==> src/rtl/core/cles_pkg.sv <==
// Package: shared types and constants for the command line editor and scanner.
`timescale 1ns / 1ps
package cles_pkg;
    localparam int LINE_CAPACITY_DEF = 32;
    localparam logic [7:0] ESCAPE_RESET = 8'd27;

    localparam logic [1:0] ACT_RX  = 2'd0;
    localparam logic [1:0] ACT_CMD = 2'd1;
    localparam logic [1:0] ACT_INT = 2'd2;

    localparam logic [1:0] ECHO_NONE  = 2'd0;
    localparam logic [1:0] ECHO_BYTE  = 2'd1;
    localparam logic [1:0] ECHO_ERASE = 2'd2;
    localparam logic [1:0] ECHO_NL    = 2'd3;

    localparam logic [7:0] CH_NUL = 8'h00;
    localparam logic [7:0] CH_BS  = 8'h08;
    localparam logic [7:0] CH_TAB = 8'h09;
    localparam logic [7:0] CH_LF  = 8'h0A;
    localparam logic [7:0] CH_CR  = 8'h0D;
    localparam logic [7:0] CH_SP  = 8'h20;
    localparam logic [7:0] CH_DASH = 8'h2D;
    localparam logic [7:0] CH_DOT = 8'h2E;
    localparam logic [7:0] CH_0   = 8'h30;
    localparam logic [7:0] CH_9   = 8'h39;

    typedef enum logic [3:0] {
        S_IDLE, S_RX, S_ERASE, S_CMD_RD, S_CMD_CHK, S_INT_RD, S_INT_CHK,
        S_NEG_RD, S_NEG_CHK, S_DIG_RD, S_DIG_CHK, S_OUT
    } t_state;

    // controller to datapath
    typedef struct packed {
        logic take;      // latch input transaction
        logic rx_exec;   // perform receive byte decision
        logic erase_one; // emit one erase result of an escape clear
        logic rd;        // issue store read at read position
        logic rd_next;   // issue store read at read position plus one
        logic adv;       // advance read position
        logic set_cmd;   // capture cmd result from read data
        logic cmd_end;   // command fetch hit end of line
        logic int_err;   // integer fetch error
        logic set_neg;   // sign seen, step over it
        logic acc;       // accumulate a digit
        logic int_fin;   // finish integer result
        logic out_load;  // present single result
        logic out_take;  // result transaction done
    } t_cmd;

    // datapath to controller
    typedef struct packed {
        logic [1:0] action;
        logic       at_end;     // read position at line length
        logic       next_end;   // read position plus one at line length
        logic       is_blank;
        logic       is_digit;
        logic       is_dot;
        logic       is_dash;
        logic       esc_clear;  // receive byte is escape on non-empty line
        logic       erase_last; // one erase left
        logic       out_valid;
    } t_sts;

    function automatic logic f_digit(input logic [7:0] c);
        return (c >= CH_0) && (c <= CH_9);
    endfunction
endpackage

==> src/rtl/core/cles_ram.sv <==
// Generic simple dual port RAM (separate write and read addresses) with registered read.
`timescale 1ns / 1ps
module cles_ram #(
    parameter int WIDTH = 8,
    parameter int DEPTH = 32
) (
    input  logic                     i_clk,
    input  logic                     i_we,
    input  logic [$clog2(DEPTH)-1:0] i_waddr,
    input  logic [WIDTH-1:0]         i_wdata,
    input  logic [$clog2(DEPTH)-1:0] i_raddr,
    output logic [WIDTH-1:0]         o_rdata
);
    logic [WIDTH-1:0] r_mem [DEPTH];
    always_ff @(posedge i_clk) begin
        if (i_we) r_mem[i_waddr] <= i_wdata;
        o_rdata <= r_mem[i_raddr];
    end
endmodule

==> src/rtl/core/cles_ctrl.sv <==
// Controller state machine sequencing receive, erase and fetch work.
`timescale 1ns / 1ps
module cles_ctrl (
    input  logic            i_clk,
    input  logic            i_rst_n,
    input  logic            i_valid,
    input  logic            i_out_ready,
    input  cles_pkg::t_sts  i_sts,
    output logic            o_ready,
    output cles_pkg::t_cmd  o_cmd
);
    import cles_pkg::*;
    t_state r_state, n_state;
    logic out_free;

    assign out_free = !i_sts.out_valid || i_out_ready;

    always_ff @(posedge i_clk) begin
        if (!i_rst_n) r_state <= S_IDLE;
        else r_state <= n_state;
    end

    always_comb begin
        n_state = r_state;
        unique case (r_state)
            S_IDLE: if (i_valid) begin
                n_state = S_RX;
            end
            S_RX: begin
                unique case (i_sts.action)
                    ACT_RX:  n_state = i_sts.esc_clear ? S_ERASE : S_OUT;
                    ACT_CMD: n_state = S_CMD_RD;
                    ACT_INT: n_state = S_INT_RD;
                    default: n_state = S_OUT;
                endcase
            end
            // the final erase result closes the transaction
            S_ERASE: if (out_free && i_sts.erase_last) n_state = S_IDLE;
            S_CMD_RD: n_state = S_CMD_CHK;
            S_CMD_CHK: n_state = (!i_sts.at_end && i_sts.is_blank) ? S_CMD_RD : S_OUT;
            S_INT_RD: n_state = S_INT_CHK;
            S_INT_CHK: begin
                priority if (i_sts.at_end || i_sts.is_dot) n_state = S_OUT;
                else if (i_sts.is_dash) n_state = S_NEG_RD;
                else if (i_sts.is_digit) n_state = S_DIG_CHK;
                else n_state = S_INT_RD;
            end
            S_NEG_RD: n_state = S_NEG_CHK;
            S_NEG_CHK: n_state = (i_sts.next_end || !i_sts.is_digit) ? S_OUT : S_DIG_RD;
            S_DIG_RD: n_state = S_DIG_CHK;
            S_DIG_CHK: n_state = (!i_sts.at_end && i_sts.is_digit) ? S_DIG_RD : S_OUT;
            S_OUT: if (out_free) n_state = S_IDLE;
            default: n_state = S_IDLE;
        endcase
    end

    always_comb begin
        o_cmd   = '0;
        o_ready = 1'b0;
        unique case (r_state)
            S_IDLE: begin
                o_ready    = 1'b1;
                o_cmd.take = i_valid;
            end
            S_RX: begin
                o_cmd.rx_exec = (i_sts.action == ACT_RX);
                o_cmd.rd      = 1'b1;
            end
            S_ERASE: o_cmd.erase_one = out_free;
            S_CMD_RD: o_cmd.rd = 1'b1;
            S_CMD_CHK: begin
                priority if (i_sts.at_end) o_cmd.cmd_end = 1'b1;
                else if (i_sts.is_blank) o_cmd.adv = 1'b1;
                else begin
                    o_cmd.set_cmd = 1'b1;
                    o_cmd.adv     = 1'b1;
                end
            end
            S_INT_RD: o_cmd.rd = 1'b1;
            S_INT_CHK: begin
                priority if (i_sts.at_end || i_sts.is_dot) o_cmd.int_err = 1'b1;
                else if (i_sts.is_dash) o_cmd.rd_next = 1'b1;
                else if (i_sts.is_digit) o_cmd.rd = 1'b0;
                else o_cmd.adv = 1'b1;
            end
            // hold the read on the character after the sign
            S_NEG_RD: o_cmd.rd_next = 1'b1;
            S_NEG_CHK: begin
                if (i_sts.next_end || !i_sts.is_digit) o_cmd.int_err = 1'b1;
                else o_cmd.set_neg = 1'b1;
            end
            S_DIG_RD: o_cmd.rd = 1'b1;
            S_DIG_CHK: begin
                if (!i_sts.at_end && i_sts.is_digit) begin
                    o_cmd.acc = 1'b1;
                    o_cmd.adv = 1'b1;
                end else o_cmd.int_fin = 1'b1;
            end
            S_OUT: begin
                o_cmd.out_load = 1'b1;
                o_cmd.out_take = out_free;
            end
            default: ;
        endcase
    end
endmodule

==> src/rtl/core/cles_dp.sv <==
// Datapath: line store, counters, integer accumulator and result register.
`timescale 1ns / 1ps
module cles_dp #(
    parameter int LINE_CAPACITY = cles_pkg::LINE_CAPACITY_DEF
) (
    input  logic              i_clk,
    input  logic              i_rst_n,
    input  logic              i_cfg_we,
    input  logic [7:0]        i_cfg_wdata,
    input  logic [1:0]        i_action,
    input  logic [7:0]        i_rx_byte,
    input  logic              i_out_ready,
    input  cles_pkg::t_cmd    i_cmd,
    output cles_pkg::t_sts    o_sts,
    output logic              o_out_valid,
    output logic [1:0]        o_echo_kind,
    output logic [7:0]        o_echo_byte,
    output logic              o_line_done,
    output logic              o_escape_flag,
    output logic [7:0]        o_cmd_char,
    output logic signed [31:0] o_int_value,
    output logic              o_param_error,
    output logic              o_last
);
    import cles_pkg::*;
    localparam int AW = $clog2(LINE_CAPACITY);
    localparam int LW = $clog2(LINE_CAPACITY + 1);
    localparam logic [LW-1:0] CAP = LW'(LINE_CAPACITY);

    logic [7:0]    r_esc;
    logic [1:0]    r_action;
    logic [7:0]    r_byte;
    logic [LW-1:0] r_len, r_pos, r_erase;
    logic          r_complete;
    logic [32:0]   r_mag;
    logic          r_neg;
    logic [LW-1:0] eff_len, eff_pos;
    logic [7:0]    rdata;
    logic          we;
    logic [AW-1:0] raddr;
    logic [LW-1:0] pos_p1;

    // result holding registers
    logic [1:0]  r_kind;
    logic [7:0]  r_ebyte;
    logic        r_done, r_escf, r_perr;
    logic [7:0]  r_cmdc;
    logic [31:0] r_ival;
    logic        r_ovalid;

    // a completed line is dropped lazily by the next received byte
    assign eff_len = (r_complete && r_action == ACT_RX) ? '0 : r_len;
    assign eff_pos = (r_complete && r_action == ACT_RX) ? '0 : r_pos;
    assign pos_p1  = r_pos + LW'(1);

    assign we = i_cmd.rx_exec && r_byte != CH_CR && r_byte != CH_TAB && r_byte != CH_BS
                && r_byte != CH_LF && r_byte != r_esc && r_byte != CH_NUL && eff_len < CAP;
    assign raddr = i_cmd.rd_next ? pos_p1[AW-1:0] : r_pos[AW-1:0];

    cles_ram #(.WIDTH(8), .DEPTH(LINE_CAPACITY)) u_ram (
        .i_clk  (i_clk),
        .i_we   (we),
        .i_waddr(eff_len[AW-1:0]),
        .i_wdata(r_byte),
        .i_raddr(raddr),
        .o_rdata(rdata)
    );

    assign o_sts.action     = r_action;
    assign o_sts.at_end     = (r_pos >= r_len);
    assign o_sts.next_end   = (pos_p1 >= r_len);
    assign o_sts.is_blank   = (rdata == CH_SP) || (rdata == CH_TAB);
    assign o_sts.is_digit   = f_digit(rdata);
    assign o_sts.is_dot     = (rdata == CH_DOT);
    assign o_sts.is_dash    = (rdata == CH_DASH);
    assign o_sts.esc_clear  = r_byte != CH_CR && r_byte != CH_TAB && r_byte != CH_BS
                              && r_byte != CH_LF && r_byte == r_esc && eff_len != '0;
    assign o_sts.erase_last = (r_erase == LW'(1));
    assign o_sts.out_valid  = r_ovalid;

    always_ff @(posedge i_clk) begin
        if (!i_rst_n) begin
            r_esc      <= ESCAPE_RESET;
            r_len      <= '0;
            r_pos      <= '0;
            r_complete <= 1'b0;
            r_ovalid   <= 1'b0;
        end else begin
            if (i_cfg_we) r_esc <= i_cfg_wdata;
            if (i_cmd.take) begin
                r_action <= i_action;
                r_byte   <= i_rx_byte;
                r_mag    <= '0;
                r_neg    <= 1'b0;
                r_kind   <= ECHO_NONE;
                r_ebyte  <= '0;
                r_done   <= 1'b0;
                r_escf   <= 1'b0;
                r_cmdc   <= '0;
                r_ival   <= '0;
                r_perr   <= 1'b0;
            end
            if (i_cmd.rx_exec) begin
                r_complete <= 1'b0;
                r_len      <= eff_len;
                r_pos      <= eff_pos;
                priority if (r_byte == CH_CR || r_byte == CH_TAB) ;
                else if (r_byte == CH_BS) begin
                    if (eff_len != '0) begin
                        r_len  <= eff_len - LW'(1);
                        if (eff_pos > eff_len - LW'(1)) r_pos <= eff_len - LW'(1);
                        r_kind <= ECHO_ERASE;
                    end
                end else if (r_byte == CH_LF) begin
                    r_pos      <= '0;
                    r_complete <= 1'b1;
                    r_kind     <= ECHO_NL;
                    r_done     <= 1'b1;
                end else if (r_byte == r_esc) begin
                    r_pos <= '0;
                    if (eff_len == '0) begin
                        r_complete <= 1'b1;
                        r_done     <= 1'b1;
                        r_escf     <= 1'b1;
                    end else begin
                        r_erase <= eff_len;
                        r_len   <= '0;
                        r_kind  <= ECHO_ERASE;
                    end
                end else if (we) begin
                    r_len   <= eff_len + LW'(1);
                    r_kind  <= ECHO_BYTE;
                    r_ebyte <= r_byte;
                end
            end
            if (i_cmd.adv || i_cmd.set_neg) r_pos <= pos_p1;
            if (i_cmd.set_neg) r_neg <= 1'b1;
            if (i_cmd.set_cmd) r_cmdc <= rdata;
            if (i_cmd.cmd_end) r_cmdc <= '0;
            if (i_cmd.int_err) r_perr <= 1'b1;
            if (i_cmd.acc) begin
                // saturate magnitude above 32 bits
                if (r_mag[32]) r_mag <= r_mag;
                else begin
                    logic [36:0] t;
                    t = {1'b0, r_mag, 3'b0} + {3'b0, r_mag, 1'b0} + 37'(rdata - CH_0);
                    r_mag <= (t > 37'hFFFFFFFF) ? 33'h100000000 : t[32:0];
                end
            end
            if (i_cmd.int_fin) begin
                if (r_neg) r_ival <= (r_mag >= 33'h80000000) ? 32'h80000000
                                     : 32'(33'd0 - r_mag);
                else r_ival <= (r_mag > 33'h7FFFFFFF) ? 32'h7FFFFFFF : r_mag[31:0];
            end
            if (i_cmd.erase_one) begin
                r_erase  <= r_erase - LW'(1);
                r_ovalid <= 1'b1;
            end else if (i_cmd.out_take) r_ovalid <= 1'b1;
            else if (r_ovalid && i_out_ready) r_ovalid <= 1'b0;
            if (i_cmd.erase_one || i_cmd.out_take) begin
                o_echo_kind   <= i_cmd.erase_one ? ECHO_ERASE : r_kind;
                o_echo_byte   <= r_ebyte;
                o_line_done   <= r_done;
                o_escape_flag <= r_escf;
                o_cmd_char    <= r_cmdc;
                o_int_value   <= r_ival;
                o_param_error <= r_perr;
                o_last        <= !i_cmd.erase_one || r_erase == LW'(1);
            end
        end
    end
    assign o_out_valid = r_ovalid;
endmodule

==> src/rtl/core/command_line_editor_and_scanner_top.sv <==
// Top level: console command line editor and token scanner.
// Receive runs the idle, receive and output states; an escape clear emits
// one erase result per character; a fetch reads, then checks, each character.
// One transaction at a time; the result register lets the next item in once loaded.
// Synchronous active-low reset empties the line and restores escape code 27.
`timescale 1ns / 1ps
module command_line_editor_and_scanner_top #(
    parameter int LINE_CAPACITY = cles_pkg::LINE_CAPACITY_DEF
) (
    input  logic              i_clk,
    input  logic              i_rst_n,
    input  logic              i_cfg_we,
    input  logic [7:0]        i_cfg_wdata,
    input  logic              i_valid,
    output logic              o_ready,
    input  logic [1:0]        i_action,
    input  logic [7:0]        i_rx_byte,
    output logic              o_valid,
    input  logic              i_ready,
    output logic [1:0]        o_echo_kind,
    output logic [7:0]        o_echo_byte,
    output logic              o_line_done,
    output logic              o_escape_flag,
    output logic [7:0]        o_cmd_char,
    output logic signed [31:0] o_int_value,
    output logic              o_param_error,
    output logic              o_last
);
    import cles_pkg::*;
    t_cmd cmd;
    t_sts sts;

    cles_ctrl u_ctrl (
        .i_clk(i_clk), .i_rst_n(i_rst_n), .i_valid(i_valid), .i_out_ready(i_ready),
        .i_sts(sts), .o_ready(o_ready), .o_cmd(cmd)
    );

    cles_dp #(.LINE_CAPACITY(LINE_CAPACITY)) u_dp (
        .i_clk(i_clk), .i_rst_n(i_rst_n), .i_cfg_we(i_cfg_we), .i_cfg_wdata(i_cfg_wdata),
        .i_action(i_action), .i_rx_byte(i_rx_byte), .i_out_ready(i_ready),
        .i_cmd(cmd), .o_sts(sts), .o_out_valid(o_valid),
        .o_echo_kind(o_echo_kind), .o_echo_byte(o_echo_byte), .o_line_done(o_line_done),
        .o_escape_flag(o_escape_flag), .o_cmd_char(o_cmd_char), .o_int_value(o_int_value),
        .o_param_error(o_param_error), .o_last(o_last)
    );
endmodule

==> config.mk <==
export PLATFORM = sky130hd
export DESIGN_NAME = command_line_editor_and_scanner_top
export DESIGN_NICKNAME = d
export VERILOG_FILES = /design/src/rtl/core/cles_pkg.sv /design/src/rtl/core/cles_ram.sv /design/src/rtl/core/cles_ctrl.sv /design/src/rtl/core/cles_dp.sv /design/src/rtl/core/command_line_editor_and_scanner_top.sv
export SDC_FILE = /design/constraint.sdc
export NUM_CORES = 1
export LEC_CHECK = 0
export ABC_AREA = 1
export ABC_CLOCK_PERIOD_IN_PS = 10800
export BUFFER_PORTS_ARGS = -buffer_cell sky130_fd_sc_hd__clkbuf_2
export CAP_MARGIN = 20
export CORE_UTILIZATION = 60
export CTS_CLUSTER_DIAMETER = 120
export DETAILED_ROUTE_END_ITERATION = 12
export GPL_ROUTABILITY_DRIVEN = 0
export PLACE_DENSITY = 0.77
export SETUP_SLACK_MARGIN = 0.1
export SYNTH_ARGS = -nofsm -noshare
export SYNTH_HDL_FRONTEND = slang
export SYNTH_SLANG_ARGS = --single-unit
==> constraint.sdc <==
create_clock -name i_clk -period 10.8 [get_ports i_clk]
set_clock_uncertainty 0.2 [all_clocks]
set_input_delay 2.16 -clock i_clk [delete_from_list [all_inputs] [get_ports i_clk]]
set_output_delay 2.16 -clock i_clk [all_outputs]
set_load 0.01 [all_outputs]
# After elaboration in Yosys (flattened, before gate mapping)
# Memory sizes are Yosys's and may differ from the RTL's. A register that Yosys moved wholly into a read port is not among the register bits.
# Cells that the tools add are included.
[totals]
ram_bits = 256
in_bits = 23
output_inout_bits = 56
word_cells = 247
n_memories = 1
register_bits = 183
[mem_list]
columns = ["memory", "depth", "width", "rd", "rd_clocked_by_memory_dff", "write_ports", "line_no", "source"]
rows = [
  ["u_dp.u_ram.r_mem", 32, 8, 1, 1, 1, "cles_ram.sv:14", "logic [WIDTH-1:0] r_mem [DEPTH];"],
]
[classes]
eq_ne = 36
muxes = 112
n_reduce_logical = 54
magnitude_cmp = 9
addsub = 8
[ops]
columns = ["op", "n"]
rows = [
  ["32-bit two-way mux", 5],
  ["6-bit two-way mux", 24],
  ["33-bit two-way mux", 4],
  ["8-bit two-way mux", 9],
  ["4-bit one-hot mux with 12 select lines", 1],
  ["1-bit two-way mux", 41],
  ["8-bit by 4-bit equality test with 1-bit output (second input constant)", 5],
  ["36-bit by 34-bit adder with 37-bit output", 1],
  ["37-bit adder", 1],
  ["37-bit by 32-bit greater-than comparator with 1-bit output (second input constant)", 1],
  ["33-bit by 32-bit greater-or-equal comparator with 1-bit output (second input constant)", 1],
  ["33-bit by 31-bit greater-than comparator with 1-bit output (second input constant)", 1],
  ["4-bit two-way mux", 8],
  ["8-bit by 4-bit inequality test with 1-bit output (second input constant)", 4],
  ["1-bit by 32-bit subtractor with 32-bit output (first input constant)", 1],
  ["2-bit two-way mux", 15],
  ["8-bit by 6-bit equality test with 1-bit output (second input constant)", 3],
  ["1-bit logical AND", 18],
  ["4-bit by 3-bit equality test with 1-bit output (second input constant)", 4],
  ["4-bit equality test (second input constant)", 4],
  ["2-bit AND reduction", 7],
  ["2-bit nonzero test", 7],
  ["6-bit by 1-bit adder with 6-bit output (second input constant)", 2],
  ["6-bit greater-or-equal comparator", 2],
  ["other kinds (29)", 50],
]

# Longest topological paths before layout
# Gate-level depths: netlist (run 1).
[depth]
word_depth = 15
ltp_mapped = 26
depth_no_buf = 25

# By module
# Synthesis (run 1) repeated with hierarchy kept, for this count alone.
[unflattened]
hier_cells = 2394
hier_area_um2 = 23398.7
[modules_own_cells]
columns = ["mod", "area_each_um2", "seq_area_each_um2", "instances", "cells_each"]
rows = [
  ["cles_dp", 11989.0, 5154.9, 1, 1354],
  ["cles_ram", 10786.6, 7847.5, 1, 922],
  ["cles_ctrl", 623.1, 80.1, 1, 118],
]

# Worst setup path before layout (run 1)
# Ideal clock, no wire load.
[synth_path]
kind = "in2reg"
start = "input i_rst_n"
end = "register u_dp.o_cmd_char[0] (enable)"
required_ps = 10133
cell_stages = 3
path_buffers = 1
arrival_ps = 4698
setup_ps = 467
path_slack_ps = 5435
path_cell_list = "inv_1 > clkbuf_1 > nor2_1"
[synth_between]
elab_chain_len = 1
[synth_lines]
columns = ["item", "line_no", "source"]
rows = [
  ["start, declared", "command_line_editor_and_scanner_top.sv:11", "input logic i_rst_n,"],
  ["2-bit AND reduction (no line)", "--", ""],
  ["end signal, assigned", "cles_dp.sv:165", "o_cmd_char <= r_cmdc;"],
  ["end, declared", "cles_dp.sv:20", "output logic [7:0] o_cmd_char,"],
]
# Every way passes these cells.
# A chain may end at the register's enable or synchronous reset.

# Worst setup path after layout (run 1)
[layout_path]
start = "register u_dp.u_ram.o_rdata[4] (read register of u_dp.u_ram.r_mem)"
end = "register u_dp.r_mag[29] (data pin)"
[layout_between]
elab_chain_len = 6
word_cells_on_any_way = 12
classes_between = "add/sub: 2; order compare: 3; mux: 5; reduce/logical: 2"
[layout_lines]
columns = ["item", "line_no", "source"]
rows = [
  ["start, declared", "cles_ram.sv:12", "output logic [WIDTH-1:0] o_rdata"],
  ["8-bit by 6-bit subtractor with 9-bit output, or another cell as far along", "cles_dp.sv:146", "t = {1'b0, r_mag, 3'b0} + {3'b0, r_mag, 1'b0} + 37'(rdata - CH_0);"],
  ["37-bit adder / 1-bit logical AND (equally long branches)", "cles_dp.sv:146, cles_pkg.sv:65", ""],
  ["37-bit by 32-bit greater-than comparator with 1-bit output / 1-bit logical AND (equally long branches)", "cles_dp.sv:147, cles_ctrl.sv:94", ""],
  ["33-bit two-way mux / 1-bit two-way mux (equally long branches)", "cles_dp.sv:147, cles_ctrl.sv:94", ""],
  ["33-bit two-way mux / 2-bit two-way mux (equally long branches)", "cles_dp.sv:143, cles_ctrl.sv:60", ""],
  ["33-bit two-way mux (*)", "cles_dp.sv:141", "if (i_cmd.acc) begin"],
  ["end signal, assigned", "cles_dp.sv:143", "if (r_mag[32]) r_mag <= r_mag;"],
  ["end signal, assigned", "cles_dp.sv:147", "r_mag <= (t > 37'hFFFFFFFF) ? 33'h100000000 : t[32:0];"],
  ["end, declared", "cles_dp.sv:35", "logic [32:0] r_mag;"],
]
# Mark *: on every way between the ends. The rest lies on a longest branch, timed or not. The select of a mux whose other input is x is not followed.

==> results of run 1 <==
[per-stage QoR]
stage               power (mW)  instances  worst slack, ns
floorplan                 3.14       2554             5.43
global placement          3.46       3090             6.04
detailed placement        3.50       3091             5.97
CTS                       4.97       3172             5.99
global route              5.23       3173             5.66
finish                    4.98       3173             5.99
[layer usage]
layer	share of wire (%)	track usage [%]
met1	42	37.1
met2	47	45.9
met3	7.7	4.09
met4	3.4	11.0
met5	0	0
[layout make-up]
cell class / count / area, sq um
Inverter: 428 / 1610
Multi-Input combinational cell: 1599 / 8630
Tap cell: 518 / 648
Clock buffer: 57 / 1220
Clock inverter: 24 / 180
Sequential cell: 447 / 13100
Fill cell: 2973 / 12900
Timing Repair Buffer: 100 / 588
[power by group through the flow]
stage	Clock [mW]	Sequential [mW]	Combinational [mW]
2_1_floorplan	0	2.18	0.964
3_3_place_gp	0	2.17	1.28
3_5_place_dp	0	2.18	1.32
4_1_cts	1.50	2.14	1.33
5_1_grt	1.56	2.16	1.51
6_report	1.48	2.14	1.36
[Yosys cell counts, types with 2 or more instances]
cell type  instances  area, sq um
nand2_1          497         1870
o21ai_4            2         32.5
nand4_1           27          169
dfxtp_1           34          681
buf_1              4         15.0
nor4_1            16          100
xnor2_1           22          193
a22oi_1            2         15.0
o21ai_1            2         10.0
o21ai_0          108          541
o22ai_1            6         37.5
o21a_1             4         30.0
a21boi_0           5         37.5
buf_6              7         78.8
a31oi_1            4         25.0
nand3b_1           3         22.5
nand2_2            8         50.1
or2_2              4         25.0
nor2_2             4         25.0
buf_4             13         97.6
o2111ai_1          3         26.3
nor2_1           221          830
o21bai_1           3         22.5
edfxtp_1         413        12400
nor2_4             2         22.5
o21ai_2            2         17.5
buf_2             23          115
nand3_1          345         1730
o211ai_1           9         67.6
inv_1            421         1580
nor3_1            29          145
o31ai_1            2         15.0
fa_1              32          641
a211oi_1           2         15.0
inv_2              6         22.5
a21o_1             6         45.0
xor2_1            30          263
clkbuf_1          33          124
a21oi_1          117          586
o32ai_1            2         17.5
ha_1              73          913
[cells by family (layout without fill, tap and decap cells)]
family	count (synthesis)	in the layout	share of synthesized area, %
AND/OR/NAND/NOR	1159	1159	21.1
buffers and inverters	508	609	8.59
flip-flops	447	447	55.2
AO/OA/AOI/OAI	283	283	6.64
adder cells (fa/ha/maj)	105	105	6.55
XOR/XNOR	52	52	1.92
[flip-flops by register name, summed over array words and instances, names as in the netlist, 8 cells and up]
register            flops
u_dp.r_mag             33
u_dp.u_ram.r_mem      256
u_dp.r_ival            32
u_dp.o_int_value       32
u_dp.o_echo_byte        8
u_dp.r_cmdc             8
u_dp.r_ebyte            8
u_dp.u_ram.o_rdata      8
u_dp.o_cmd_char         8
u_dp.r_byte             8
u_dp.r_esc              8
[final timing paths]
path	startpoint	end	slack, ns	cells after the start
max reg2reg	u_dp.u_ram.o_rdata[4]	u_dp.r_mag[29]	5.99	17
max	u_dp.u_ram.o_rdata[4]	u_dp.r_mag[29]	5.99	17
min reg2reg	u_dp.r_ival[4]	u_dp.o_int_value[4]	0.21	0
min	u_dp.r_ival[4]	u_dp.o_int_value[4]	0.21	0
==> out/metrics.sh, run 1 <==
OUTCOME='finished, final reports clean'
MAX_SLEW_MARGIN_PCT=29.6
H_TREE_DEPTH=2
DRT_ITER0_MARKERS=1743
FIN_CRIT_NS=4.81
CLOCK_TREE.BUFFER_DEPTH=3
ASYNCSETRESETFLOPFRACSYNTH_PCT=0
CLOCKPOWERSHARE_PCT=29.8
SYNTH_TOP_FLOP_CELL='edfxtp_1'
HOLD_WS_NS=0.210
LIBRARY_CELL_USED_AS_CLOCK_ROOT_BUFFER='clkbuf_16'
CORE_BOX_AREA_SQ_MM=0.0388
HPWL_MM=36.8
GRT.TOTAL_USAGE_PCT=27.8
MOST_COMMON_CELL_ON_CRIT_PATH='nand2_1'
PATH_DELAY_FAMILY='simple AND/OR/NAND/NOR gates'
INTERNAL-POWER_mW=3.33
FINAL_HOLD_VIOL_COUNT=0
UNREPAIRED_SETUP_ENDPOINTS_AFTER_GLOBAL_ROUTING='false'
YOSYSWARNINGCOUNT=0
WORSTPATHCELLLIST='ha_1, nor2_2, buf_4, fa_1, ha_1, a21oi_1, o21ai_0, a21oi_1, nand2_1, nand2_1, nand2_1, nand2_1, nand2_1, nor2_1, nand4_1, buf_4, nor2_1'
POST_CTS_BUFFERS=0
DIEAREA_SQ_MM=0.0403
TOTALNEGATIVESETUPSLACK_NS=0
WORST_SETUP_PATH_CATEGORY='register to register'
P_SWITCHING_mW=1.65
CLOCK_LATENCY_NS=0.59
WORST_PIN_SLEW_NS=1.05
FIRST_GLOBAL_VIAS=17600
GRT_PASS1_WL_MM=88.9
DPL-INSTANCE-AREA_SQ_MM=0.0245
PORTBUFFERS=78
CTS_TREE='built'
CRIT_ARRIVAL_NS=5.04
WORST-PATH-BUF-INV=2
DIE_WIDTH_UM=201
DRTPASS1ITERATIONS=8
SYN2LAYOUT_AREA_GROWTH_PCT=9.43
PWR-SHARE-COMB_PCT=27.2
UPPER_CLOCK_FREQUENCY_LIMIT_MHz=208
SYNTH_AREA_PER_CELL_SQ_UM=9.29
DETAILED_ROUTE_DRC_ERROR_COUNT=0
FIN_AREA_SQ_MM=0.0260
NETS=2749
FINAL_LAYOUT_SIZE_SUFFIX_GT1_SHARE_PCT=7.53
FINALSETUPVIOLCOUNT=0
DESIGN.PORTCOUNT=79
SYNTH_SEQ_AREA_SHARE_PCT=55.2
TRITONCTS_NUM_SINKS=447
ANTENNA_FOUND_INITIAL=0
PLACEMENTROWS=72
YOSYS_REGISTER_BITS=447
TOTALWIRELENGTH_MM=54.9
POWER_SWITCHING_SHARE_PCT=33.2
FINAL_COMMON_CELL='nand2_1'
ELEMENT_TYPE_AT_THE_CRITICAL_PATH_START='register'
PERIOD_SHARE_PCT=44.6
CTS-BUFFERS-INSERTED=45
SYN-NUM-NETS=2682
SHARE_SEQ_OF_TOTAL_POWER_PCT=43.0
STATIC-LEAKAGE-POWER_nW=11.0
NUMBER_OF_ENABLE_FLIP_FLOP_CELLS_AFTER_SYNTHESIS=413
CTS_HOLD_BUFFERS=0
DRV.MAX_CAP_VIOLATION_COUNT=0
NETLIST_INSTANCES=2554
SLOWEST_STAGE='nand4_1'
COMMONEST_CELLS_AFTER_ROUTING_FILL_AND_TAPS_ASIDE='nand2_1, inv_1, edfxtp_1, nand3_1, nor2_1'
CRITPATHREQUIREDTIME_NS=11.03
INITIAL_CORE_UTIL_PCT=61.1
SLEW_VIOL_FINAL=0
FIN_UTIL_PCT=66.8
CP_MAX_FO=28
HOLDCRITPATHCLASS='register to register'
YOSYS.CELL_TYPES.COUNT=49
DIE_H_UM=201
WORST_SETUP_HOLD_PATH_CLK_SLEW_NS=0.06
ROUTE.ANTENNA.REMAINING_NETS=0
CRITICAL_PATH.ENDPOINT_TYPE='register'
GRT_OVERFLOW_TOTAL=0
GRT_MAX_DEGREE=66
POWER-PER-CELL-AREA_mW_PER_MM2=192
VDD_DROP_MAX_mV=0.164
CTS-RESIZED-GATES=0
PEAK_PER_STAGE_DELAY_ON_THE_CRITICAL_PATH_NS=0.62
ANTENNADIODECOUNT=0
VIA_COUNT_OF_THE_ROUTED_DESIGN=18100
AREA_OF_THE_MAPPED_NETLIST_SQ_MM=0.0237
ROUTED_VIA_DENSITY=5.71
ROUTED_WIRE_LENGTH_PER_INSTANCE_UM=17.3
No activity file was read; power rests on OpenSTA's default activity.
==> run 2, diff against run 1 <==
ABC_AREA = 0   (was 1)
ABC_CLOCK_PERIOD_IN_PS = 4400   (was 10800)
CORE_UTILIZATION = 56   (was 60)
PLACE_DENSITY = 0.76   (was 0.77)
clock period = 4.4 ns   (was 10.8 ns; I/O delays follow)
==> run 2 against run 1 <==
Against the previous run:
- global-route usage down 2.1 points
- largest cell class unchanged
- hold slack worse by 0.0031 ns
- worst setup slack worse by 5.8 ns
- flip-flop and latch count unchanged
- sequential share of layout area up 1.5 points
- first-iteration DRC count down 4.5%
- cell area down 2.8%
==> out/metrics.sh, run 2 <==
CLOCK_LATENCY_NS=0.59  # about the same
SYN2LAYOUT_AREA_GROWTH_PCT=14.7  # was 9.43%
HOLDCRITPATHCLASS='register to register'  # unchanged
HPWL_MM=34.8  # was 36.8 mm
ANTENNADIODECOUNT=0  # unchanged
YOSYS_REGISTER_BITS=447  # unchanged
MULTIINPUTGATEAREA_SQ_MM=0.00871  # was 0.00863 sq mm
PLACED_CELLS=2483  # was 3091
LIBRARY_CELL_USED_AS_CLOCK_ROOT_BUFFER='clkbuf_16'  # unchanged
WORST-PATH-BUF-INV=3  # was 2
DIE_WIDTH_UM=200  # was 201 um
STATIC-LEAKAGE-POWER_nW=8.90  # was 11.0 nW
INITIAL_CORE_UTIL_PCT=56.9  # was 61.1%
TIMING.HOLD.WORST.START='u_dp.r_perr'  # was u_dp.r_ival[4]
YOSYS.CELL_TYPES.COUNT=73  # was 49
WORSTPATHCELLLIST='or2_4, nor2_4, buf_4, buf_16, fa_1, ha_4, a21oi_4, o21ai_0, nor2_1, o31ai_1, a221oi_4, nand2_1, a41oi_2, mux2_4, nand4b_1, buf_12, nor2_1'  # was ha_1, nor2_2, buf_4, fa_1, ha_1, a21oi_1, o21ai_0, a21oi_1, nand2_1, nand2_1, nand2_1, nand2_1, nand2_1, nor2_1, nand4_1, buf_4, nor2_1
NETS=2147  # was 2749
CRITPATHREQUIREDTIME_NS=4.52  # was 11.03 ns
FIN_CRIT_NS=4.20  # was 4.81 ns
CLOCK_TREE.BUFFER_DEPTH=3  # unchanged
UNREPAIRED_SETUP_ENDPOINTS_AFTER_GLOBAL_ROUTING='true'  # was false
AREA_OF_THE_MAPPED_NETLIST_SQ_MM=0.0220  # was 0.0237 sq mm
PATH_DELAY_FAMILY='simple AND/OR/NAND/NOR gates'  # unchanged
SYNTH.MOST_COMMON_CELL='edfxtp_1'  # was nand2_1
GRT_PASS1_WL_MM=81.8  # was 88.9 mm
NETLIST_INSTANCES=1900  # was 2554
NUMBER_OF_ENABLE_FLIP_FLOP_CELLS_AFTER_SYNTHESIS=413  # unchanged
FIRST_GLOBAL_VIAS=15200  # was 17600
FINAL_HOLD_VIOL_COUNT=0  # unchanged
FIN_UTIL_PCT=65.3  # was 66.8%
LARGEST_REG_FLOPS=256  # unchanged
SLOWEST_STAGE='fa_1'  # was nand4_1
YOSYSWARNINGCOUNT=0  # unchanged
COMMONEST_CELLS_AFTER_ROUTING_FILL_AND_TAPS_ASIDE='edfxtp_1, nand2_1, nor2_1, o21ai_0, a21oi_1'  # was nand2_1, inv_1, edfxtp_1, nand3_1, nor2_1
MOST_CROWDED_LAYER_GR='met2'  # unchanged
GRT.TOTAL_USAGE_PCT=25.6  # was 27.8%
PERIOD_SHARE_PCT=95.4  # was 44.6%
TIMING.RR.START='u_dp.u_ram.o_rdata[6]'  # was u_dp.u_ram.o_rdata[4]
TRITONCTS_NUM_SINKS=447  # unchanged
SYNTH_AREA_PER_CELL_SQ_UM=11.6  # was 9.29 sq um
GROUTE.LAYER.MET2.USAGE_PCT=41.1  # was 45.9%
CTS_TREE='built'  # unchanged
R2R.WORST_PATH.CELLS=17  # unchanged
PEAK_PER_STAGE_DELAY_ON_THE_CRITICAL_PATH_NS=0.46  # was 0.62 ns
DETAILEDPLACE.WORSTSLACK_NS=0.0224  # was 5.97 ns
GRT_USE_MET1_PCT=35.5  # was 37.1%
CRITICAL_PATH.ENDPOINT_TYPE='register'  # unchanged
ROUTED_WIRE_LENGTH_PER_INSTANCE_UM=20.0  # was 17.3 um
GRT_MAX_DEGREE=49  # was 66
ROUTED_VIA_DENSITY=6.18  # was 5.71
GRT_OVERFLOW_TOTAL=0  # unchanged
LARGEST-REGISTER='u_dp.u_ram.r_mem'  # unchanged
WORST_PIN_SLEW_NS=0.970  # was 1.05 ns
UPPER_CLOCK_FREQUENCY_LIMIT_MHz=238  # was 208 MHz
ROUTE.ANTENNA.REMAINING_NETS=0  # unchanged
DRV.MAX_CAP_VIOLATION_COUNT=0  # unchanged
SLEW_VIOL_FINAL=0  # unchanged
REG_TOP3='u_dp.u_ram.r_mem (256), u_dp.r_mag (33)'  # unchanged
FINAL_COMMON_CELL='edfxtp_1'  # was nand2_1
PLACEMENTROWS=72  # unchanged
OUTCOME='finished, final reports clean'  # unchanged
PORTBUFFERS=78  # unchanged
ANTENNA_FOUND_INITIAL=1  # was 0
HOLDPATHEND='u_dp.o_param_error'  # was u_dp.o_int_value[4]
MOST_COMMON_CELL_ON_CRIT_PATH='nor2_1'  # was nand2_1
DIEAREA_SQ_MM=0.0401  # was 0.0403 sq mm
SYNTH_SEQ_AREA_SHARE_PCT=59.5  # was 55.2%
STORAGE_ELEMENT_AREA_SQ_MM=0.0131  # about the same
CTS-BUFFERS-INSERTED=45  # unchanged
CP_MAX_FO=32  # was 28
HOLD-PATH-CELL-COUNT=0  # unchanged
GLOBALROUTEMET3UTIL_PCT=5.01  # was 4.09%
ELEMENT_TYPE_AT_THE_CRITICAL_PATH_START='register'  # unchanged
FINALSETUPVIOLCOUNT=0  # unchanged
FILLERS=2799  # was 2973
YS_TOP_CELLS_BY_COUNT='edfxtp_1, nand2_1, nor2_1'  # was nand2_1, inv_1, edfxtp_1
DIE_H_UM=200  # was 201 um
WORSTREG2REGEND='u_dp.r_mag[25]'  # was u_dp.r_mag[29]
POST-ROUTE-WORST-SETUP-SLACK_NS=0.201  # was 5.99 ns
WORST_SETUP_PATH_CATEGORY='register to register'  # unchanged
DRTPASS1ITERATIONS=5  # was 8
R2R_SETUP_SLACK_NS=0.20  # was 5.99 ns
FINAL_LAYOUT_SIZE_SUFFIX_GT1_SHARE_PCT=14.9  # was 7.53%
VIA_COUNT_OF_THE_ROUTED_DESIGN=15900  # was 18100
SYN-NUM-NETS=2028  # was 2682
CORE_BOX_AREA_SQ_MM=0.0386  # was 0.0388 sq mm
WORST_SETUP_HOLD_PATH_CLK_SLEW_NS=0.06  # about the same
H_TREE_DEPTH=2  # unchanged
CRIT_ARRIVAL_NS=4.32  # was 5.04 ns
MAX_SLEW_MARGIN_PCT=35.2  # was 29.6%
SYNTH_LARGEST_AREA_CELL='edfxtp_1'  # unchanged
DESIGN.PORTCOUNT=79  # unchanged
DETAILED_ROUTE_DRC_ERROR_COUNT=0  # unchanged
NETLIST.AREA_LEADER.SHARE_PCT=56.4  # was 52.3%
POWER-PER-CELL-AREA_mW_PER_MM2=513  # was 192 mW/mm^2
SYNTH_TOP_FLOP_CELL='edfxtp_1'  # unchanged
STDCELL_COUNT=2568  # was 3173
NETLIST_TOP_CELLS_AREA='edfxtp_1, ha_1, nand2_1'  # was edfxtp_1, nand2_1, nand3_1
DRT_ITER0_MARKERS=1664  # was 1743
TOTALWIRELENGTH_MM=51.5  # was 54.9 mm
VDD_DROP_MAX_mV=0.374  # was 0.164 mV
ASYNCSETRESETFLOPFRACSYNTH_PCT=0  # unchanged
==> run 2: area by class of cell <==
cell class	instances	share of cell area (%)
clock buffers	53	4.58
clock inverters	25	1.23
inverters	52	0.774
multi-input cells	1311	34.5
flip-flops and latches	447	51.9
well taps	518	2.57
repair buffers	162	4.43
==> run 2: routing by layer <==
| layer | up-vias | wire (um) |
|---|---|---|
| li1 | 7376 | - |
| met1 | 7658 | 21800 |
| met2 | 743 | 24100 |
| met3 | 102 | 4260 |
| met4 | 2 | 1340 |
| met5 | - | 12 |
==> run 2: worst reg2reg max path, delay by kind of cell, from the launching register on <==
family,cells,cell delay [ns]
simple gates,6,0.91
buf+inv,3,0.55
compound gates,5,0.89
mux,1,0.32
fa+ha+maj,2,0.74
flops,1,0.35
==> run 2: how the worst max path moves through the flow <==
| stage | start | slack (ns) | cells past startpoint | to |
|---|---|---|---|---|
| finish | u_dp.u_ram.o_rdata[6] | 0.20 | 17 | u_dp.r_mag[25] |
| global route | u_dp.u_ram.o_rdata[6] | -0.02 | 15 | u_dp.r_mag[4] |
| CTS | u_dp.r_pos[0] | 0.11 | 12 | u_dp.u_ram.o_rdata[0] |
| detailed placement | u_dp.u_ram.o_rdata[6] | 0.02 | 16 | u_dp.r_mag[31] |
| global placement | u_dp.u_ram.o_rdata[6] | 0.18 | 13 | u_dp.r_mag[4] |
| floorplan | u_dp.u_ram.o_rdata[7] | -0.003 | 15 | u_dp.r_mag[25] |
==> run 2: cells by family after synthesis <==
| logic type | count (synthesis) | synth area share (%) |
|---|---|---|
| flops | 447 | 59.5 |
| mux | 40 | 1.89 |
| fa+ha+maj | 105 | 7.07 |
| compound gates | 442 | 12.8 |
| xor+xnor | 53 | 2.11 |
| simple gates | 671 | 14.1 |
| buf+inv | 142 | 2.58 |
==> run 2: metrics by stage <==
step                      setup TNS [ns]  instance area, sq um  power [mW]  hold slack (ns)
final                                  0                 25200        12.9            0.207
after global routing             -0.0159                 25200        13.6            0.219
after CTS                              0                 25000        12.8            0.208
after detailed placement               0                 23500        8.97            0.205
after global placement                 0                 23500        8.87            0.203
after floorplan                 -0.00528                 22200        8.01            0.200
==> run 2: power breakdown <==
group          leakage, nW  internal, mW  total [mW]  switching [mW]
registers             4.05          5.06        5.29           0.224
logic                 4.14          1.52        3.84            2.33
clock network        0.710          2.19        3.81            1.61
==> run 2: repair_timing <==
item	4_1_cts	5_1_grt
hold buffers	0	0
gates cloned	1	0
buffers inserted	1	5
resized for setup	2	31
pin swaps	1	5
endpoints found under the setup margin	32	45
==> run 3, diff against run 2 <==
CORE_UTILIZATION = 40   (was 56)
PLACE_DENSITY = not set   (was 0.76)
==> run 3 against run 2 <==
Against the previous run:
- hold slack lost 0.013 ns
- largest power group unchanged
- critical endpoint unchanged
- count of clock-buffer cells in the layout grew 3
- clock power grew 7.3%
- combinational power grew 11%
==> out/metrics.sh, run 3 (synthesized netlist as in run 2, its figures left out) <==
FIRST_GLOBAL_VIAS=15100  # was 15200
WORSTPATHCELLLIST='or2_4, nor2_4, buf_12, buf_12, fa_1, ha_4, nand4_1, or4_4, o21ai_4, a41oi_2, a211oi_2, nand4b_1, buf_6, buf_6, clkbuf_16, nor2_2'  # was or2_4, nor2_4, buf_4, buf_16, fa_1, ha_4, a21oi_4, o21ai_0, nor2_1, o31ai_1, a221oi_4, nand2_1, a41oi_2, mux2_4, nand4b_1, buf_12, nor2_1
OUTCOME='finished, final reports clean'  # unchanged
TRITONCTS_NUM_SINKS=447  # unchanged
INITIAL_CORE_UTIL_PCT=40.7  # was 56.9%
CRIT_ARRIVAL_NS=4.59  # was 4.32 ns
FINAL_HOLD_VIOL_COUNT=0  # unchanged
PLACEMENTROWS=85  # was 72
HOLD-PATH-CELL-COUNT=0  # unchanged
LARGEST_REG_FLOPS=256  # unchanged
COMMONEST_CELLS_AFTER_ROUTING_FILL_AND_TAPS_ASIDE='edfxtp_1, nand2_1, nor2_1, o21ai_0'  # was edfxtp_1, nand2_1, nor2_1, o21ai_0, a21oi_1
DPL-INSTANCE-AREA_SQ_MM=0.0238  # was 0.0235 sq mm
REG_TOP3='u_dp.u_ram.r_mem (256), u_dp.r_mag (33)'  # unchanged
VIA_COUNT_OF_THE_ROUTED_DESIGN=15600  # was 15900
CLOCK_TREE.BUFFER_DEPTH=3  # unchanged
ANTENNA_FOUND_INITIAL=0  # was 1
ANTENNADIODECOUNT=0  # unchanged
PORTBUFFERS=78  # unchanged
TIMING.RR.START='u_dp.u_ram.o_rdata[6]'  # unchanged
CLOCK_LATENCY_NS=0.61  # was 0.59 ns
CRITPATHREQUIREDTIME_NS=4.67  # was 4.52 ns
FINAL_LAYOUT_SIZE_SUFFIX_GT1_SHARE_PCT=17.8  # was 14.9%
FIN_UTIL_PCT=48.1  # was 65.3%
LARGEST-REGISTER='u_dp.u_ram.r_mem'  # unchanged
PLACED_CELLS=2657  # was 2483
DRV.MAX_CAP_VIOLATION_COUNT=0  # unchanged
HOLDCRITPATHCLASS='register to register'  # unchanged
WORSTSETUPPATHDEPTH=16  # was 17
VDD_DROP_MAX_mV=0.390  # was 0.374 mV
FIN_AREA_SQ_MM=0.0260  # was 0.0252 sq mm
R2R.WORST_PATH.CELLS=16  # was 17
HPWL_MM=37.1  # was 34.8 mm
GRT.TOTAL_USAGE_PCT=19.5  # was 25.6%
CTS_TREE='built'  # unchanged
GRT_MAX_DEGREE=49  # unchanged
WORST_PIN_SLEW_NS=1.08  # was 0.970 ns
DRTPASS1ITERATIONS=7  # was 5
CP_MAX_FO=8  # was 32
CORE_BOX_AREA_SQ_MM=0.0540  # was 0.0386 sq mm
TIMING.HOLD.WORST.START='u_dp.r_ival[14]'  # was u_dp.r_perr
ROUTED_WIRE_LENGTH_PER_INSTANCE_UM=19.9  # was 20.0 um
SLOWEST_STAGE='or4_4'  # was fa_1
WORST_SETUP_PATH_CATEGORY='register to register'  # unchanged
STATIC-LEAKAGE-POWER_nW=9.07  # was 8.90 nW
FILLERS=4770  # was 2799
CTS-BUFFERS-INSERTED=49  # was 45
DETAILED_ROUTE_DRC_ERROR_COUNT=0  # unchanged
CRITICAL_PATH.ENDPOINT_TYPE='register'  # unchanged
HOLD_WS_NS=0.193  # was 0.207 ns
PEAK_PER_STAGE_DELAY_ON_THE_CRITICAL_PATH_NS=0.61  # was 0.46 ns
ELEMENT_TYPE_AT_THE_CRITICAL_PATH_START='register'  # unchanged
SETUP.WORST_PATH.START='u_dp.u_ram.o_rdata[6]'  # unchanged
PERIOD_SHARE_PCT=98.1  # was 95.4%
MAX_SLEW_MARGIN_PCT=27.9  # was 35.2%
FIN_CRIT_NS=4.31  # was 4.20 ns
H_TREE_DEPTH=2  # unchanged
DESIGN.PORTCOUNT=79  # unchanged
ROUTED_VIA_DENSITY=5.64  # was 6.18
GRT_PASS1_WL_MM=85.2  # was 81.8 mm
UPPER_CLOCK_FREQUENCY_LIMIT_MHz=232  # was 238 MHz
GRT_OVERFLOW_TOTAL=0  # unchanged
FINALSETUPVIOLCOUNT=0  # unchanged
LIBRARY_CELL_USED_AS_CLOCK_ROOT_BUFFER='clkbuf_16'  # unchanged
ROUTE.ANTENNA.REMAINING_NETS=0  # unchanged
WORST-PATH-BUF-INV=5  # was 3
FINAL_COMMON_CELL='edfxtp_1'  # unchanged
POWER-PER-CELL-AREA_mW_PER_MM2=524  # was 513 mW/mm^2
SYN2LAYOUT_AREA_GROWTH_PCT=18.3  # was 14.7%
TOTALWIRELENGTH_MM=55.2  # was 51.5 mm
SLEW_VIOL_FINAL=0  # unchanged
DRT_ITER0_MARKERS=1135  # was 1664
UNREPAIRED_SETUP_ENDPOINTS_AFTER_GLOBAL_ROUTING='true'  # unchanged
DIE_WIDTH_UM=236  # was 200 um
WORST_SETUP_HOLD_PATH_CLK_SLEW_NS=0.06  # about the same
DIE_H_UM=236  # was 200 um
DIEAREA_SQ_MM=0.0559  # was 0.0401 sq mm
PATH_DELAY_FAMILY='simple AND/OR/NAND/NOR gates'  # unchanged
STDCELL_COUNT=2773  # was 2568
NETS=2166  # was 2147
CTS_HOLD_BUFFERS=0  # unchanged
[run 3: cell types whose count changed in the layout (fill, tap and decap cells not counted), moves of 4 or more]
cell,before,now
ha_1,57,50
nor2_2,3,14
nor3_2,0,4
ha_4,11,15
nor2_1,199,186
nor3_1,53,49
buf_6,0,4
buf_4,77,81
clkbuf_16,45,51
nor4_1,8,12
nor4_2,4,0
clkinvlp_4,3,7
buf_12,6,10
[run 3: path summary, 6_finish.rpt]
kind	to	slack, ns
setup / recovery	u_dp.r_mag[25]	0.09
hold / removal	u_dp.o_int_value[14]	0.19
setup reg to reg	u_dp.r_mag[25]	0.09
hold reg to reg	u_dp.o_int_value[14]	0.19
[run 3: repair_timing]
action,CTS,global route
gates cloned,2,2
buffers inserted,6,15
pin swaps,12,27
setup endpoints to repair,3,38
resized for setup,19,67
[run 3: where the power goes]
part | switching (mW) | internal [mW]
clock network | 1.73 | 2.36
logic | 2.51 | 1.74
registers | 0.232 | 5.07
total | 4.47 | 9.17
[run 3: area by class of cell]
cell class | instances | area (sq um) | area share (%)
inverters | 52 | 195 | 0.750
flip-flops and latches | 447 | 13100 | 50.3
well taps | 696 | 871 | 3.35
repair buffers | 177 | 1350 | 5.19
multi-input cells | 1311 | 8890 | 34.2
clock buffers | 56 | 1250 | 4.82
clock inverters | 34 | 357 | 1.37
[run 3: stage by stage]
stage                     setup slack, ns  TNS [ns]  total power [mW]
after global routing              -0.0439    -0.529              14.3
after global placement              0.190         0              9.07
final                              0.0857         0              13.6
after floorplan                  -0.00298  -0.00528              8.01
after CTS                           0.102         0              13.3
after detailed placement           0.0535         0              9.10
[run 3: layer usage]
metal,vias to the layer above,global-route usage (%),share of wire (%)
met5,-,0,0
met4,0,7.56,3.2
met3,103,2.77,5.2
met2,458,32.8,49
met1,7673,25.6,43
li1,7412,-,-
